### config.mk
export PLATFORM = sky130hd
export DESIGN_NAME = tcw_cmd_fifo
export DESIGN_NICKNAME = d
export VERILOG_FILES = /design/src/rtl/tcw_pkg.sv /design/src/rtl/tcw_cmd_fifo.sv
export SDC_FILE = /design/constraint.sdc
export NUM_CORES = 1
export LEC_CHECK = 0
export ABC_AREA = 1
export BUFFER_PORTS_ARGS = -buffer_cell sky130_fd_sc_hd__buf_2
export CORE_MARGIN = 2
export CORE_UTILIZATION = 52
export DETAILED_ROUTE_END_ITERATION = 16
export PLACE_DENSITY = 0.77
export SLEW_MARGIN = 15
export SYNTH_ARGS = -nofsm -noshare
export SYNTH_HDL_FRONTEND = slang
export SYNTH_SLANG_ARGS = --single-unit
### constraint.sdc
create_clock -name clk -period 3.98 [get_ports clk]
set_input_delay 0.796 -clock clk [delete_from_list [all_inputs] [get_ports clk]]
set_output_delay 0.796 -clock clk [all_outputs]
set_load 0.05 [all_outputs]
### src/rtl/tcw_pkg.sv
// Shared types and constants for the text console writer.
// Used by every module of the block; no dependencies.
`timescale 1ns / 1ps
`default_nettype none

package tcw_pkg;

    localparam int COLUMNS    = 80;
    localparam int ROWS       = 25;
    localparam int CELL_COUNT = COLUMNS * ROWS;
    localparam int ADDR_W     = (CELL_COUNT > 1) ? $clog2(CELL_COUNT) : 1;
    localparam int COL_W      = (COLUMNS > 1) ? $clog2(COLUMNS) : 1;
    localparam int ROW_W      = (ROWS > 1) ? $clog2(ROWS) : 1;
    localparam int CMD_DEPTH  = 2;
    localparam int CMD_PTR_W  = (CMD_DEPTH > 1) ? $clog2(CMD_DEPTH) : 1;
    localparam int CMD_CNT_W  = $clog2(CMD_DEPTH + 1);

    localparam logic [1:0]  KIND_PUT   = 2'd0;
    localparam logic [1:0]  KIND_READ  = 2'd1;
    localparam logic [1:0]  KIND_WRITE = 2'd2;

    localparam logic [7:0]  CHAR_NUL   = 8'h00;
    localparam logic [7:0]  CHAR_LF    = 8'h0A;
    localparam logic [7:0]  CHAR_CR    = 8'h0D;
    localparam logic [7:0]  CHAR_SPACE = 8'h20;

    typedef struct packed {
        logic [1:0]  kind;
        logic [7:0]  char_code;
        logic [10:0] cell_address;
        logic [15:0] cell_value;
    } request_t;

    typedef struct packed {
        logic [15:0] read_data;
        logic [6:0]  cursor_column;
        logic [4:0]  cursor_row;
    } result_t;

    typedef enum logic [1:0] {
        OP_NOP,
        OP_PUT,
        OP_READ,
        OP_WRITE
    } cmd_op_t;

    typedef struct packed {
        cmd_op_t           op;
        logic              blank;
        logic [ADDR_W-1:0] addr;
        logic [15:0]       data;
        logic [6:0]        col;
        logic [4:0]        row;
    } cmd_t;

    typedef enum logic [2:0] {
        ST_CLEAR,
        ST_IDLE,
        ST_EXEC,
        ST_BLANK_RD,
        ST_BLANK_WR
    } back_state_t;

endpackage

`default_nettype wire

### src/rtl/tcw_cmd_fifo.sv
// Short command queue between the front end and the screen engine.
// Depends on tcw_pkg.
`timescale 1ns / 1ps
`default_nettype none

module tcw_cmd_fifo
    import tcw_pkg::*;
(
    input  wire logic clk,
    input  wire logic rst_n,
    input  wire logic wr_en,
    input  wire cmd_t wr_cmd,
    output logic      cmd_full,
    input  wire logic rd_en,
    output logic      rd_valid,
    output cmd_t      rd_cmd
);

    cmd_t                 entry_reg [CMD_DEPTH];
    logic [CMD_PTR_W-1:0] wr_ptr_reg, wr_ptr_next;
    logic [CMD_PTR_W-1:0] rd_ptr_reg, rd_ptr_next;
    logic [CMD_CNT_W-1:0] count_reg, count_next;
    logic                 do_wr;
    logic                 do_rd;

    assign cmd_full = (count_reg == CMD_CNT_W'(CMD_DEPTH));
    assign rd_valid = (count_reg != '0);
    assign rd_cmd   = entry_reg[rd_ptr_reg];
    assign do_wr    = wr_en && !cmd_full;
    assign do_rd    = rd_en && rd_valid;

    always_comb
    begin
        wr_ptr_next = wr_ptr_reg;
        rd_ptr_next = rd_ptr_reg;
        count_next  = count_reg;
        if (do_wr)
        begin
            wr_ptr_next = (wr_ptr_reg == CMD_PTR_W'(CMD_DEPTH - 1)) ? '0 : wr_ptr_reg + 1'b1;
        end
        if (do_rd)
        begin
            rd_ptr_next = (rd_ptr_reg == CMD_PTR_W'(CMD_DEPTH - 1)) ? '0 : rd_ptr_reg + 1'b1;
        end
        if (do_wr && !do_rd)
        begin
            count_next = count_reg + 1'b1;
        end
        else if (do_rd && !do_wr)
        begin
            count_next = count_reg - 1'b1;
        end
    end

    always_ff @(posedge clk or negedge rst_n)
    begin
        if (!rst_n)
        begin
            wr_ptr_reg <= '0;
            rd_ptr_reg <= '0;
            count_reg  <= '0;
        end
        else
        begin
            wr_ptr_reg <= wr_ptr_next;
            rd_ptr_reg <= rd_ptr_next;
            count_reg  <= count_next;
        end
    end

    always_ff @(posedge clk)
    begin
        if (do_wr)
        begin
            entry_reg[wr_ptr_reg] <= wr_cmd;
        end
    end

endmodule

`default_nettype wire

# After elaboration in Yosys (flattened, before gate mapping)
# Memory sizes are Yosys's and may differ from the RTL's.
# Index checks and enable logic that the tools add are counted.
# totals
romBits	0
out_inout_bits	44
regBits	4
n_memories	1
ram_bits	84
word_cells	24
latchBits	0
# mem_list
memory	words	width	rd	rd_ports_with_merged_regs	wr	line	text
entry_reg	2	42	1	0	1	tcw_cmd_fifo.sv:19	cmd_t entry_reg [CMD_DEPTH];
# op_classes
n_shift	0
magnitude_cmp	0
add_sub_neg	4
bitwise_logic	0
n_mux	6
n_div	0
mul	0
eq_ne	1
reduce_logical	9
# op_table
operator	n
$logic_and A1 B1 Y1	4
$mux W1	4
$mux W2	2
$reduce_bool A2 Y1	2
$logic_not A1 Y1	3
$add A1 B1 Y1 const B	2
$add A2 B1 Y2 const B	1
$eq A2 B2 Y1 const B	1
$sub A2 B1 Y2 const B	1

# Depth between registers and ports, before layout
# logic_depth
depth_word	7
ltp_mapped	9
ltp_nobuf	9

# Least setup slack after synthesis
# No wires, ideal clock.
# synth_timing
kind	in2reg
from	input port wr_en
to	memory entry_reg[1][0] in the netlist's numbering (enable)
arrival_ps	2669
path_stages	2
path_buffers	0
setup_slack_ps	869
path_cell_list	o21ai_0 nor2_1
# synth_via
elab_chain_cells	3
# synth_rtl
element	line	text
start, declared	tcw_cmd_fifo.sv:11	input wire logic wr_en,
$logic_and A1 B1 Y1	tcw_cmd_fifo.sv:29	assign do_wr = wr_en && !cmd_full;
$mux W1	tcw_cmd_fifo.sv:73	if (do_wr)
$mux W1 (implied by the code)	tcw_cmd_fifo.sv:75	entry_reg[wr_ptr_reg] <= wr_cmd;
end, declared	tcw_cmd_fifo.sv:19	
# Every way passes these cells.

==> summary.txt <==
Worst setup path
  • R2r setup slk: 2.16 ns
  • Worst r2r src: count_reg[1]
  • WP data arrival: 1.97 ns
  • Worst Setup End Kind: output port
  • Critical path capture point: rd_cmd[0]
  • Crit. Startpoint: rd_ptr_reg
  • CP Launch Type: flip-flop
  • Worst r2r path cells: 5
  • Worst path required time: between 3 and 4 ns
  • RR Endpoint: entry_reg[0][4]
  • Critical path type: reg -> out
  • CP max FO: 44

Final layout
  • Final Instance Area: 4020 µm²
  • Commonest non-fill, non-tap cell in the layout: nand2_1
  • Layout cells sized above 1: 32.3%
  • Syn-to-layout area delta: 20.8%
  • Diodes inserted: 0
  • Most frequent cells in the layout: nand2_1, buf_2, edfxtp_1
  • Finished Core Util: 64.1%
  • Nets@finish: between 300 and 400
  • Max reg flops: 84

Timing
  • Final Slew Violations: 0
  • Final count of negative-setup-slack endpoints: 0
  • FMAX: 361 MHz
  • Period utilization: between 60% and 70%
  • Min Tclk post-route: 2.77 ns
  • Tightest Pin Transition: 0.909 ns
  • TNS Setup: 0 ns
  • Max_slew headroom: 39.3%
  • Final hold vios: 0
  • Worst hold slack: 0.240 ns
  • Unrepaired setup endpoints after global routing: false
  • Setup Skew: around 0.0066 ns

Yosys
  • Seq/Total Area, Yosys: 78.8%
  • Yosys warns: 0
  • Post-synth top area cell: edfxtp_1
  • Register bit total from synthesis: 88
  • Synthesized area per cell: 13.3 µm²
  • Netlist cell types: 17
  • Synth area leaders: edfxtp_1, nand2_1, dfrtp_1
  • Synthesized area: approximately 3300 µm²
  • Yosys top cell area share: about three quarters
  • Synth Instances: 251
  • Post-Syn Nets: just under 300

Clocking
  • CTS buffer count: 9
  • CTS tree: done
  • Clk slew on worst S/H paths: around 0.080 ns
  • Root Buffer: clkbuf_8
  • Post-CTS Setup Bufs: 0
  • H-tree depth: 3
  • Number of hold buffers added after cts: 0
  • CTS sink cnt: ~90
  • Resize count post-CTS: 0
  • Clock Path Buffers: 2
  • Clk_lat worst skew: 0.34 ns

Global route
  • First-pass GRT wire length: 8500 µm
  • GRT Util Overall: 16.1%
  • Largest net degree at the start of global routing: 45
  • Initial antenna violation count: 0
  • Grt total ovfl: 0
  • Vias in the first global route: around 1,900

Detailed routing
  • WL/cell: 12.7 µm
  • Vias post-DR: 2,010
  • Drt drc: 0
  • DRT Wirelength: 5400 µm
  • Antenna-violating nets left: 0
  • Drt initial violations: 102
  • DRT Pass-1 Iters: 4
  • Vias per cell: ~4.7

Floorplan
  • Die height: approximately 84 µm
  • Core footprint: 6280 µm²
  • Die Wd: ~84 µm
  • Initial core utilization: 53.0%
  • Area of the die: 7060 µm²
  • FP Rows: 29
  • IO Count: 90

Place
  • PortBufs: 89
  • DP HPWL: between 3000 and 4000 µm
  • Post-place instance area: between 3000 and 4000 µm²
  • RD Place Congestion: 0.703

Status
  • Outcome: finished clean

Min path
  • Hold WC Path Type: in -> async

Flow run
  • Max_cap viols: 0
## critical path, stage by stage, from the launching register on
cell	delay [ns]
dfrtp_2	0.91
inv_6	0.28
nand2_1	0.14
nand2_1	0.07
buf_2	0.21
## cells in the mapped netlist
| cell type | count |
|---|---|
| nor2_2 | 1 |
| nor2_4 | 1 |
| inv_1 | 6 |
| inv_2 | 1 |
| xnor2_1 | 1 |
| ha_1 | 1 |
| dfrtp_1 | 4 |
| nand4_1 | 1 |
| nand2_2 | 3 |
| o21ai_0 | 1 |
| buf_6 | 5 |
| nor2_1 | 1 |
| inv_6 | 1 |
| buf_4 | 4 |
| edfxtp_1 | 84 |
| nand3_1 | 2 |
| nand2_1 | 134 |
## kinds of logic after synthesis
family	Yosys count	share of synthesized area (%)
buffers and inverters	17	3.65
AOI/OAI and AO/OA	1	0.150
DFF	88	78.8
and+or+nand+nor	143	16.8
adders and majority gates	1	0.376
xor gates and xnor gates	1	0.263
## worst min path at each step
stage	to	depth (start not counted)	slack, ns	startpoint
floorplan	count_reg[1]	2	0.44	count_reg[1]
global placement	count_reg[1]	2	0.46	count_reg[1]
detailed placement	wr_ptr_reg	2	0.47	wr_ptr_reg
CTS	wr_ptr_reg	1	0.23	rst_n
global route	count_reg[1]	1	0.22	rst_n
finish	wr_ptr_reg	1	0.24	rst_n
## layout make-up
cell class | instances | area (µm²)
Inverter | 8 | 35.0
Clock buffer | 10 | 128
Multi-Input combinational cell | 146 | 593
Timing Repair Buffer | 90 | 473
Sequential cell | 88 | 2620
Clock inverter | 5 | 72.6
Fill cell | 486 | 2260
Tap cell | 77 | 96.3
## per-layer routing
metal	GRT usage, %	up-vias	share of wire, %
met5	0	-	0
met1	18.2	907	40
li1	-	1019	-
met4	5.72	0	0.72
met3	7.52	4	8.8
met2	26.8	80	51
## metrics by stage
stage | setup slack (ns) | std cells
after floorplan | 0.869 | 251
after global placement | 1.57 | 408
after detailed placement | 1.56 | 408
after CTS | 1.17 | 423
after global routing | 1.02 | 424
final | 1.21 | 424
Power is left out: the tool's default activity adds up to more than one toggle a clock period on the data nets, which glitch-free logic cannot reach.
