===== src/rtl/tcw_pkg.sv =====
// Shared types and constants for the text console writer.
// Used by every module of the block; no dependencies.
`timescale 1ns / 1ps
`default_nettype none

package tcw_pkg;

    localparam int COLUMNS    = 80;
    localparam int ROWS       = 25;
    localparam int CELL_COUNT = COLUMNS * ROWS;
    localparam int ADDR_W     = (CELL_COUNT > 1) ? $clog2(CELL_COUNT) : 1;
    localparam int COL_W      = (COLUMNS > 1) ? $clog2(COLUMNS) : 1;
    localparam int ROW_W      = (ROWS > 1) ? $clog2(ROWS) : 1;
    localparam int CMD_DEPTH  = 2;
    localparam int CMD_PTR_W  = (CMD_DEPTH > 1) ? $clog2(CMD_DEPTH) : 1;
    localparam int CMD_CNT_W  = $clog2(CMD_DEPTH + 1);

    localparam logic [1:0]  KIND_PUT   = 2'd0;
    localparam logic [1:0]  KIND_READ  = 2'd1;
    localparam logic [1:0]  KIND_WRITE = 2'd2;

    localparam logic [7:0]  CHAR_NUL   = 8'h00;
    localparam logic [7:0]  CHAR_LF    = 8'h0A;
    localparam logic [7:0]  CHAR_CR    = 8'h0D;
    localparam logic [7:0]  CHAR_SPACE = 8'h20;

    typedef struct packed {
        logic [1:0]  kind;
        logic [7:0]  char_code;
        logic [10:0] cell_address;
        logic [15:0] cell_value;
    } request_t;

    typedef struct packed {
        logic [15:0] read_data;
        logic [6:0]  cursor_column;
        logic [4:0]  cursor_row;
    } result_t;

    typedef enum logic [1:0] {
        OP_NOP,
        OP_PUT,
        OP_READ,
        OP_WRITE
    } cmd_op_t;

    typedef struct packed {
        cmd_op_t           op;
        logic              blank;
        logic [ADDR_W-1:0] addr;
        logic [15:0]       data;
        logic [6:0]        col;
        logic [4:0]        row;
    } cmd_t;

    typedef enum logic [2:0] {
        ST_CLEAR,
        ST_IDLE,
        ST_EXEC,
        ST_BLANK_RD,
        ST_BLANK_WR
    } back_state_t;

endpackage

`default_nettype wire


===== src/rtl/tcw_front.sv =====
// Front end: accepts requests, tracks the cursor, turns each request into a command.
// Depends on tcw_pkg.
`timescale 1ns / 1ps
`default_nettype none

module tcw_front
    import tcw_pkg::*;
(
    input  wire logic     clk,
    input  wire logic     rst_n,
    input  wire logic     push,
    output logic          full,
    input  wire request_t request,
    input  wire logic     cmd_full,
    input  wire logic     init_done,
    output logic          cmd_push,
    output cmd_t          cmd
);

    logic [COL_W-1:0]  col_reg, col_next;
    logic [ROW_W-1:0]  row_reg, row_next;
    logic [ADDR_W-1:0] base_reg, base_next;
    logic              accept;
    logic              new_row;
    logic              in_range;

    assign full     = cmd_full || !init_done;
    assign accept   = push && !full;
    assign cmd_push = accept;
    assign in_range = (32'(request.cell_address) < 32'(CELL_COUNT));

    always_comb
    begin
        col_next  = col_reg;
        row_next  = row_reg;
        base_next = base_reg;
        new_row   = 1'b0;
        cmd.op    = OP_NOP;
        cmd.blank = 1'b0;
        cmd.addr  = ADDR_W'(request.cell_address);
        cmd.data  = request.cell_value;

        case (request.kind)
            KIND_PUT:
            begin
                cmd.data = {8'h00, request.char_code};
                if (request.char_code == CHAR_LF)
                begin
                    new_row = 1'b1;
                end
                else if (request.char_code == CHAR_CR)
                begin
                    col_next = '0;
                end
                else if (request.char_code != CHAR_NUL)
                begin
                    cmd.op   = OP_PUT;
                    cmd.addr = ADDR_W'(int'(base_reg) + int'(col_reg));
                    if (col_reg == COL_W'(COLUMNS - 1))
                    begin
                        new_row = 1'b1;
                    end
                    else
                    begin
                        col_next = col_reg + 1'b1;
                    end
                end
            end
            KIND_READ:
            begin
                cmd.op = in_range ? OP_READ : OP_NOP;
            end
            KIND_WRITE:
            begin
                cmd.op = in_range ? OP_WRITE : OP_NOP;
            end
            default:
            begin
                cmd.op = OP_NOP;
            end
        endcase

        if (new_row)
        begin
            col_next = '0;
            if (row_reg == ROW_W'(ROWS - 1))
            begin
                row_next  = '0;
                base_next = '0;
                cmd.blank = 1'b1;
            end
            else
            begin
                row_next  = row_reg + 1'b1;
                base_next = ADDR_W'(int'(base_reg) + COLUMNS);
            end
        end

        cmd.col = 7'(col_next);
        cmd.row = 5'(row_next);
    end

    always_ff @(posedge clk or negedge rst_n)
    begin
        if (!rst_n)
        begin
            col_reg  <= '0;
            row_reg  <= '0;
            base_reg <= '0;
        end
        else if (accept)
        begin
            col_reg  <= col_next;
            row_reg  <= row_next;
            base_reg <= base_next;
        end
    end

endmodule

`default_nettype wire


===== config.mk =====
export PLATFORM = sky130hd
export DESIGN_NAME = tcw_front
export DESIGN_NICKNAME = d
export VERILOG_FILES = /design/src/rtl/tcw_pkg.sv /design/src/rtl/tcw_front.sv
export SDC_FILE = /design/constraint.sdc
export NUM_CORES = 1
export LEC_CHECK = 0
export ABC_CLOCK_PERIOD_IN_PS = 5800
export BUFFER_PORTS_ARGS = -buffer_cell sky130_fd_sc_hd__buf_4
export CORE_AREA = 4 4 75 77
export DETAILED_ROUTE_END_ITERATION = 6
export DIE_AREA = 0 0 79 81
export PLACE_DENSITY = 0.69
export SYNTH_ARGS = -nofsm -noshare
export SYNTH_HDL_FRONTEND = slang
export SYNTH_SLANG_ARGS = --single-unit

===== constraint.sdc =====
create_clock -name clk -period 5.8 [get_ports clk]
set_input_delay 1.74 -clock clk [delete_from_list [all_inputs] [get_ports clk]]
set_output_delay 1.74 -clock clk [all_outputs]
set_load 0.05 [all_outputs]

* Word-level counts from Yosys, hierarchy flattened *
Cells that the tools add are included.

cells by class
  mux-type cells = 26
  add/sub/neg operators = 4
  reduce and logical (&&, ||, !) cells = 7
  equal/unequal tests = 6
  $lt $le $gt $ge = 1

operators with widths
  cell                                                 number
  two-way mux 11 bit                                   4
  two-way mux 7 bit                                    6
  two-way mux 27 bit                                   1
  == test 8 x 4 -> 1 bit (second input constant)       2
  adder 11 x 7 -> 11 bit                               1
  adder 11 x 7 -> 11 bit (second input constant)       1
  less-than comparator 11 bit (second input constant)  1
  two-way mux 1 bit                                    10
  two-way mux 5 bit                                    2
  nonzero test 8 bit                                   1
  adder 7 x 1 -> 7 bit (second input constant)         1
  == test 7 bit (second input constant)                1
  one-hot mux 2 bit (3 select lines)                   1
  adder 5 x 1 -> 5 bit (second input constant)         1
  == test 5 bit (second input constant)                1
  two-way mux 2 bit                                    2
  == test 2 x 1 -> 1 bit (second input constant)       1
  == test 2 bit (second input constant)                1
  logical NOT 1 bit                                    2
  logical NOT 2 bit                                    1
  AND reduction 2 bit                                  1
  logical AND 1 bit                                    1
  logical OR 1 bit                                     1

storage, ports and cells
  word-level logic and storage cells = 47
  input bits = 42
  bits in registers = 23
  output and inout bits = 44

* Logic depth before layout (Yosys ltp) *
Gate-level depths: netlist of the first run.

  depth in word-level cells = 7
  gate-level depth with buffers = 8

* Worst setup path before layout of the first run *
Ideal clock, no wire load.

  path kind = input -> output
  from = in request[31] (netlist bit)
  to = out cmd[39] (netlist bit)
  cell stages on the path = 5
  path buffers = 1
  arrival time = 4.185 ns
  required time = 4.060 ns
  setup slack = -0.125 ns
  cell sequence = nor4_4 > nand3b_1 > a22o_1 > buf_6 > nor4_1

RTL lines
  element          line             text
  start, declared  tcw_front.sv:13  input wire request_t request,
  end, declared    tcw_front.sv:17  output cmd_t cmd

==> flow_summary.toml, run 1 <==
[global_route]
grt_max_degree = 28
grt_pass1_vias = 2386
antenna_found_initial = 0
track_usage = 0.2103
grt_pass1_wl_um = 11030
grt_overflow = 0

[cts]
cts_sinks = 19
cts-root-buf = "clkbuf_8"
holdBufCountCts = 0
cts_tree = "built"
cts_buffers = 3
insertion_delay_ns = 0.26
cts_setup_buffers = 0
htree_levels = 1
clk_path_buf_depth = 2
post_cts_resized = 0
path_clk_slew_ns = 0.08

[power]
power_frac_comb = 0.517
power_frac_clock = 0.184
cellPowerDensity_nw_per_um2 = 180.2
p_leak_nw = 1.326
netSwitchingPower_mw = 0.2375
seqPwrFrac = 0.299
swShare = 0.4534
power.internal_mw = 0.2862
vdd_drop_max_uv = 104.3

[timing]
min_period_ns = 5.334
finalSetupTns_ns = 0
drv_slew = 0
fmax_mhz = 187.5
slew-limit-headroom = 0.4610
finalHoldViolations = 0
finalSetupViolations = 0
period_share = 0.9196
worst_pin_slew_ns = 0.8055
grt_setup_unrepaired = "false"
skew_ns = 0.003550

[floorplanning]
rows = 26
start_util = 0.4313
fp.dieW_um = 79
die_area_um2 = 6399
core_um2 = 5010
die_y_um = 81
ios = 86

[yosys]
synth_cell_types = 64
synth_top_area_cell = "dfrtp_1"
synth_area_um2 = 2161
yosys.area.top_type_share = 0.2200
synth-edff-count = 0
yosysSeqAreaShare = 0.2200
syn_nets = 323
synth_seq_cells = 19
avgSynthCellArea_um2 = 7.915
async_flop_share = 1.000
synth_ff_type = "dfrtp_1"
yosys_warnings = 0
syn_inst = 273
synth_area_leaders = "dfrtp_1 (22%), nand2_1 (8.2%), ha_1 (4.6%)"

[job]
max_cap_viol_count = 0

[layout]
finalNetCount = 406
final_cell_mix = "buf_4 (91), nand2_1 (47), dfrtp_1 (19)"
area_growth_pct = 34.51
final_common_cell = "buf_4"
drive_gt1_frac = 0.3296
n_antenna_cell = 0
fin_cells = 425

[worst_setup_path]
critPathRequiredTime_ns = 4.06
crit_type = "in2out"
cp-start-kind = "primary input"
crit_path_end_kind = "output port"
critPathMaxFanout = 7
arrival_ns = 3.59

[drt]
ant_nets = 0
routed_wirelength_um = 6370
routed_via_density = 5.661
drc = 0
drtIter0Drc = 158
wl_per_cell_um = 14.99
dr.pass1.iters = 4
vias = 2406

[placed_design]
portBuffers = 85
place_inst = 421
hpwl_um = 4961
gp_congestion = 0.8925

[min_path]
worstHoldPathType = "reg2reg"

[run_status]
status = "completed"
[critical path, stage by stage]
cell      delay, ns
buf_4          0.13
or4_4          0.57
o311ai_4       0.31
a22o_1         0.25
nor3_4         0.09
mux2_4         0.31
buf_4          0.19
[metal layers]
metal  global-route usage  wire, µm  part of all wire
met5                    0         0                 0
met4              0.05670        71             0.011
met3              0.02772       468             0.073
met2               0.3544      2937              0.46
met1               0.2839      2893              0.45
[synthesized netlist by cell type, types with 8 or more instances]
master,n
and2_1,10
nor2_1,16
o21ai_0,8
dfrtp_1,19
o31ai_1,9
a31oi_1,8
nand3_1,9
nand2_1,47
a21oi_1,17
ha_1,8
[kinds of logic (layout without fill, tap and decap cells)]
kind of cell | count (synthesis) | after routing | synth area share
multiplexers | 12 | 12 | 0.06311
AO/OA/AOI/OAI | 80 | 80 | 0.2739
AND/OR/NAND/NOR | 122 | 122 | 0.3023
flip-flops | 19 | 19 | 0.2200
buffers and inverters | 20 | 102 | 0.04806
adder cells (fa/ha/maj) | 8 | 8 | 0.04632
XOR/XNOR | 11 | 11 | 0.04458
other | 1 | 1 | 0.001735
[path summary, 6_finish.rpt]
kind,startpoint,endpoint,slack (ns),cells after the start
max,request[31],cmd[1],0.47,7
min,base_reg[10]$_DFFE_PN0P_,base_reg[10]$_DFFE_PN0P_,0.52,1
max reg2reg,col_reg[0]$_DFFE_PN0P_,row_reg[1]$_DFFE_PN0P_,3.05,7
min reg2reg,base_reg[10]$_DFFE_PN0P_,base_reg[10]$_DFFE_PN0P_,0.52,1
max in group asynchronous,rst_n,base_reg[6]$_DFFE_PN0P_,4.23,1
min in group asynchronous,rst_n,col_reg[6]$_DFFE_PN0P_,1.35,1
[area by class of cell]
type | instances | area [µm²]
fillers | 498 | 2103
multi-input cells | 234 | 1588
repair buffers | 91 | 683.2
flip-flops and latches | 19 | 475.5
well taps | 70 | 87.58
clock buffers | 3 | 41.29
inverters | 7 | 26.28
clock inverters | 1 | 5.005
[through the flow]
stage               setup slack, ns  utilization  power [mW]  area, µm²  hold slack (ns)
floorplan                    0.1684            -      0.3421       2167           0.4728
global placement             0.4725       0.5709      0.4270       2860           0.4989
detailed placement           0.4766       0.5709      0.4297       2860           0.5080
CTS                          0.4713       0.5802      0.5266       2907           0.5163
global route                 0.3754       0.5802      0.5508       2907           0.5644
finish                       0.4663       0.5802      0.5237       2907           0.5154
[power by group through the flow]
stage	registers, mW	logic (mW)	clock network (mW)
4_1_cts	0.156	0.272	0.0984
6_report	0.156	0.271	0.0964
3_3_place_gp	0.158	0.269	0
5_1_grt	0.159	0.289	0.103
2_1_floorplan	0.151	0.191	0
3_5_place_dp	0.159	0.271	0
Power figures use the tool's default switching activity.
==> run 2: changes to the inputs <==
GPL_TIMING_DRIVEN = 0   (was unset)
==> flow_summary.toml, run 2 (same netlist as run 1, synthesis figures left out) <==
[run_status]
status = "completed"

[layout]
area_growth_pct = 35.32
final_core_util = 0.5837
drive_gt1_frac = 0.3194
fill_cells = 495
final_cell_mix = "buf_4 (83), nand2_1 (47), dfrtp_1 (19)"
n_antenna_cell = 0
final_area_um2 = 2924
finalNetCount = 411
final_common_cell = "buf_4"

[power]
p_total_mw = 0.5254
cellPowerDensity_nw_per_um2 = 179.7
vdd_drop_max_uv = 87.40
p_leak_nw = 1.327

[worst_setup_path]
path_cells = "buf_4 > nor4_4 > nand3b_1 > a22o_1 > buf_6 > nor3_4 > mux2_4 > buf_4"
cp-start-kind = "primary input"
critPathRequiredTime_ns = 4.06
path_delay_family = "simple AND/OR/NAND/NOR gates"
r2r-start = "col_reg[0]$_DFFE_PN0P_"
slowest_stage = "nor4_4"
crit_type = "in2out"
regToRegEndpoint = "row_reg[1]$_DFFE_PN0P_"
critPathMaxFanout = 9
rrSetupSlack_ns = 3.19
r2r_cells = 7
cp.buffers_inverters = 3
cp_common_cell = "buf_4"
crit_path_end_kind = "output port"
cp_slowest_stage_delay_ns = 0.48
arrival_ns = 3.79

[timing]
finalHoldViolations = 0
finalSetupViolations = 0
period_share = 0.9529
slew-limit-headroom = 0.4870
worst_pin_slew_ns = 0.7667
min_period_ns = 5.527
finalSetupTns_ns = 0
timing.final.ws_setup_ns = 0.2731
grt_setup_unrepaired = "false"
drv_slew = 0
fmax_mhz = 180.9
skew_ns = 0.002884

[drt]
vias = 2401
drtIter0Drc = 128
routed_wirelength_um = 6340
drc = 0
ant_nets = 0
dr.pass1.iters = 4
wl_per_cell_um = 14.74
routed_via_density = 5.584

[min_path]
whs_endpoint = "base_reg[10]$_DFFE_PN0P_"
hold_depth = 1
worstHoldPathType = "reg2reg"
hold_start = "base_reg[10]$_DFFE_PN0P_"

[cts]
clk_path_buf_depth = 2
holdBufCountCts = 0
cts-root-buf = "clkbuf_8"
htree_levels = 1
post_cts_resized = 0
insertion_delay_ns = 0.27
cts_setup_buffers = 0
cts_sinks = 19
cts_tree = "built"
path_clk_slew_ns = 0.08
cts_buffers = 3

[global_route]
antenna_found_initial = 0
track_usage = 0.2065
grt_overflow = 0
grt_pass1_wl_um = 10790
grt_max_degree = 20
grt_pass1_vias = 2355

[job]
max_cap_viol_count = 0

[floorplanning]
fp.dieW_um = 79
die_area_um2 = 6399
die_y_um = 81
rows = 26
ios = 86
core_um2 = 5010
start_util = 0.4313

[placed_design]
pre_cts_slack_ns = 0.2570
hpwl_um = 4994
dpl_cell_area_um2 = 2878
gp_congestion = 0.8378
portBuffers = 83
[run 2: worst reg2reg max path, stage by stage, from the launching register on]
cell	delay, ns
dfrtp_1	0.48
ha_1	0.29
and4bb_2	0.34
nand2_1	0.22
a22o_1	0.28
buf_6	0.15
nor3_4	0.41
mux2_4	0.34
[run 2: how the worst max path moves through the flow]
stage           startpoint  endpoint  slack (ns)  cells past startpoint
4_1_cts        request[31]    cmd[1]        0.25                      8
3_5_place_dp   request[31]    cmd[1]        0.26                      8
3_3_place_gp   request[31]    cmd[1]        0.24                      8
6_report       request[31]    cmd[1]        0.27                      8
5_1_grt        request[31]    cmd[1]        0.12                      8
2_1_floorplan  request[31]    cmd[3]        0.17                      6
[run 2: routing by layer]
metal  vias up  GRT usage  share of wire
met2        82     0.3737           0.48
met5         -          0              0
li1       1201          -              -
met3         5    0.03326          0.069
met4         0    0.04811         0.0088
met1      1113     0.2571           0.45
[run 2: area by class of cell]
cell class	instances	area (µm²)	share of cell area
plain buffers	13	77.57	0.02653
clock buffers	3	41.29	0.01412
multi-input cells	234	1588	0.5430
repair buffers	83	623.1	0.2131
clock inverters	1	5.005	0.001712
inverters	7	26.28	0.008986
well taps	70	87.58	0.02995
flip-flops and latches	19	475.5	0.1626
[run 2: power breakdown]
part / internal, mW / switching (mW)
Combinational: 0.0989 / 0.176
Clock: 0.0480 / 0.0516
Sequential: 0.140 / 0.0113
Total: 0.287 / 0.239
[run 2: through the flow]
step                      hold WS [ns]  instances
after floorplan                 0.4728        273
after global placement          0.5002        426
after detailed placement        0.5046        426
after CTS                       0.5133        430
after global routing            0.5445        430
final                           0.5152        430
==> run 3: changes to the inputs <==
--- a/config.mk
+++ b/config.mk
@@ -13,4 +13,5 @@
 export GPL_TIMING_DRIVEN = 0
 export PLACE_DENSITY = 0.69
+export REMOVE_ABC_BUFFERS = 1
 export SYNTH_ARGS = -nofsm -noshare
 export SYNTH_HDL_FRONTEND = slang
==> constraint.sdc (replaced) <==
create_clock -name clk -period 5.8 [get_ports clk]
set_input_delay 1.16 -clock clk [delete_from_list [all_inputs] [get_ports clk]]
set_output_delay 1.16 -clock clk [all_outputs]
set_load 0.05 [all_outputs]
==> flow_summary.toml, run 3 (same netlist as run 1, synthesis figures left out) <==
[cts]
cts_sinks = 19
insertion_delay_ns = 0.26
cts-root-buf = "clkbuf_8"
cts_tree = "built"
post_cts_resized = 0
clk_path_buf_depth = 2
path_clk_slew_ns = 0.08
cts_setup_buffers = 0
cts_buffers = 3
holdBufCountCts = 0
htree_levels = 1

[global_route]
grt_pass1_vias = 2218
grt_overflow = 0
track_usage = 0.1999
grt_max_degree = 29
grt_pass1_wl_um = 10520
antenna_found_initial = 0

[timing]
finalHoldViolations = 0
fmax_mhz = 217.5
min_period_ns = 4.597
finalSetupViolations = 0
hold_ws_ns = 0.5160
period_share = 0.7926
drv_slew = 0
worst_pin_slew_ns = 1.229
grt_setup_unrepaired = "false"
slew-limit-headroom = 0.1776
skew_ns = 0.006300
finalSetupTns_ns = 0

[layout]
n_antenna_cell = 0
drive_gt1_frac = 0.3152
fill_cells = 494
finalNetCount = 400
fin_cells = 419
final_area_um2 = 2855
final_common_cell = "buf_4"
final_cell_mix = "buf_4 (85), nand2_1 (47), dfrtp_1 (19)"
area_growth_pct = 32.14

[drt]
met3WireLength_um = 327
drtIter0Drc = 118
routed_via_density = 5.535
met2_length_um = 2867
routed_wirelength_um = 6311
wl_met1_um = 3066
wl_per_cell_um = 15.06
dr.pass1.iters = 5
drc = 0
vias = 2319
ant_nets = 0
routed.top_layer = "met4"

[min_path]
worstHoldPathType = "reg2reg"

[placed_design]
hpwl_um = 4888
place_inst = 415
dpl_cell_area_um2 = 2809
portBuffers = 85
gp_congestion = 0.8622

[floorplanning]
die_y_um = 81
die_area_um2 = 6399
fp.dieW_um = 79
ios = 86
rows = 26
core_um2 = 5010
start_util = 0.4313

[worst_setup_path]
cp_common_cell = "buf_4"
cp-start-kind = "primary input"
cp_slowest_stage_delay_ns = 0.92
path_cells = "buf_4 > nor2_1 > o21ai_0 > or4_1 > o21ai_1 > buf_4"
crit_type = "in2out"
critPathMaxFanout = 19
critPathRequiredTime_ns = 4.64
slowest_stage = "nor2_1"
crit_path_end_kind = "output port"
arrival_ns = 3.44

[power]
p_leak_nw = 1.296
vdd_drop_max_uv = 154.2
cellPowerDensity_nw_per_um2 = 183.2

[run_status]
status = "completed"

[job]
max_cap_viol_count = 0
[run 3: path summary, 6_finish.rpt]
path | end | slack (ns) | from | cells past startpoint
worst max-delay path | cmd[9] | 1.20 | request[36] | 6
worst min-delay path | base_reg[10]$_DFFE_PN0P_ | 0.52 | base_reg[10]$_DFFE_PN0P_ | 1
worst max register to register | row_reg[1]$_DFFE_PN0P_ | 3.07 | col_reg[0]$_DFFE_PN0P_ | 6
worst min register to register | base_reg[10]$_DFFE_PN0P_ | 0.52 | base_reg[10]$_DFFE_PN0P_ | 1
max in group asynchronous | col_reg[6]$_DFFE_PN0P_ | 4.83 | rst_n | 1
min in group asynchronous | base_reg[7]$_DFFE_PN0P_ | 0.76 | rst_n | 1
[run 3: stage by stage]
step           total power [mW]  worst slack, ns    util
5_1_grt                  0.5523           0.8789  0.5699
3_5_place_dp             0.4303            1.161  0.5607
3_3_place_gp             0.4284            1.170  0.5607
4_1_cts                  0.5256            1.161  0.5699
2_1_floorplan            0.3360            1.012       -
6_report                 0.5231            1.203  0.5699
[run 3: critical path, delay by kind of cell]
kind            cells  cell delay [ns]
simple gates        2             1.50
buf+inv             2             0.33
compound gates      2             0.44
[run 3: cell type report]
class,instances,area (µm²),share of cell area
well taps,70,87.58,0.03067
clock inverters,1,5.005,0.001753
repair buffers,85,638.1,0.2235
clock buffers,3,41.29,0.01446
multi-input cells,234,1582,0.5539
flip-flops and latches,19,475.5,0.1665
inverters,7,26.28,0.009202
[run 3: power breakdown]
part	total (mW)	leakage (nW)	switching, mW	internal (mW)
sequential	0.159	0.245	0.0189	0.140
combinational	0.269	1.03	0.172	0.0966
clock	0.0953	0.0255	0.0475	0.0478
[run 3: per-layer routing]
| layer | vias to the layer above | track usage |
|---|---|---|
| li1 | 1181 | - |
| met1 | 1062 | 0.2810 |
| met2 | 70 | 0.3300 |
| met3 | 6 | 0.02772 |
| met4 | 0 | 0.03780 |
| met5 | - | 0 |
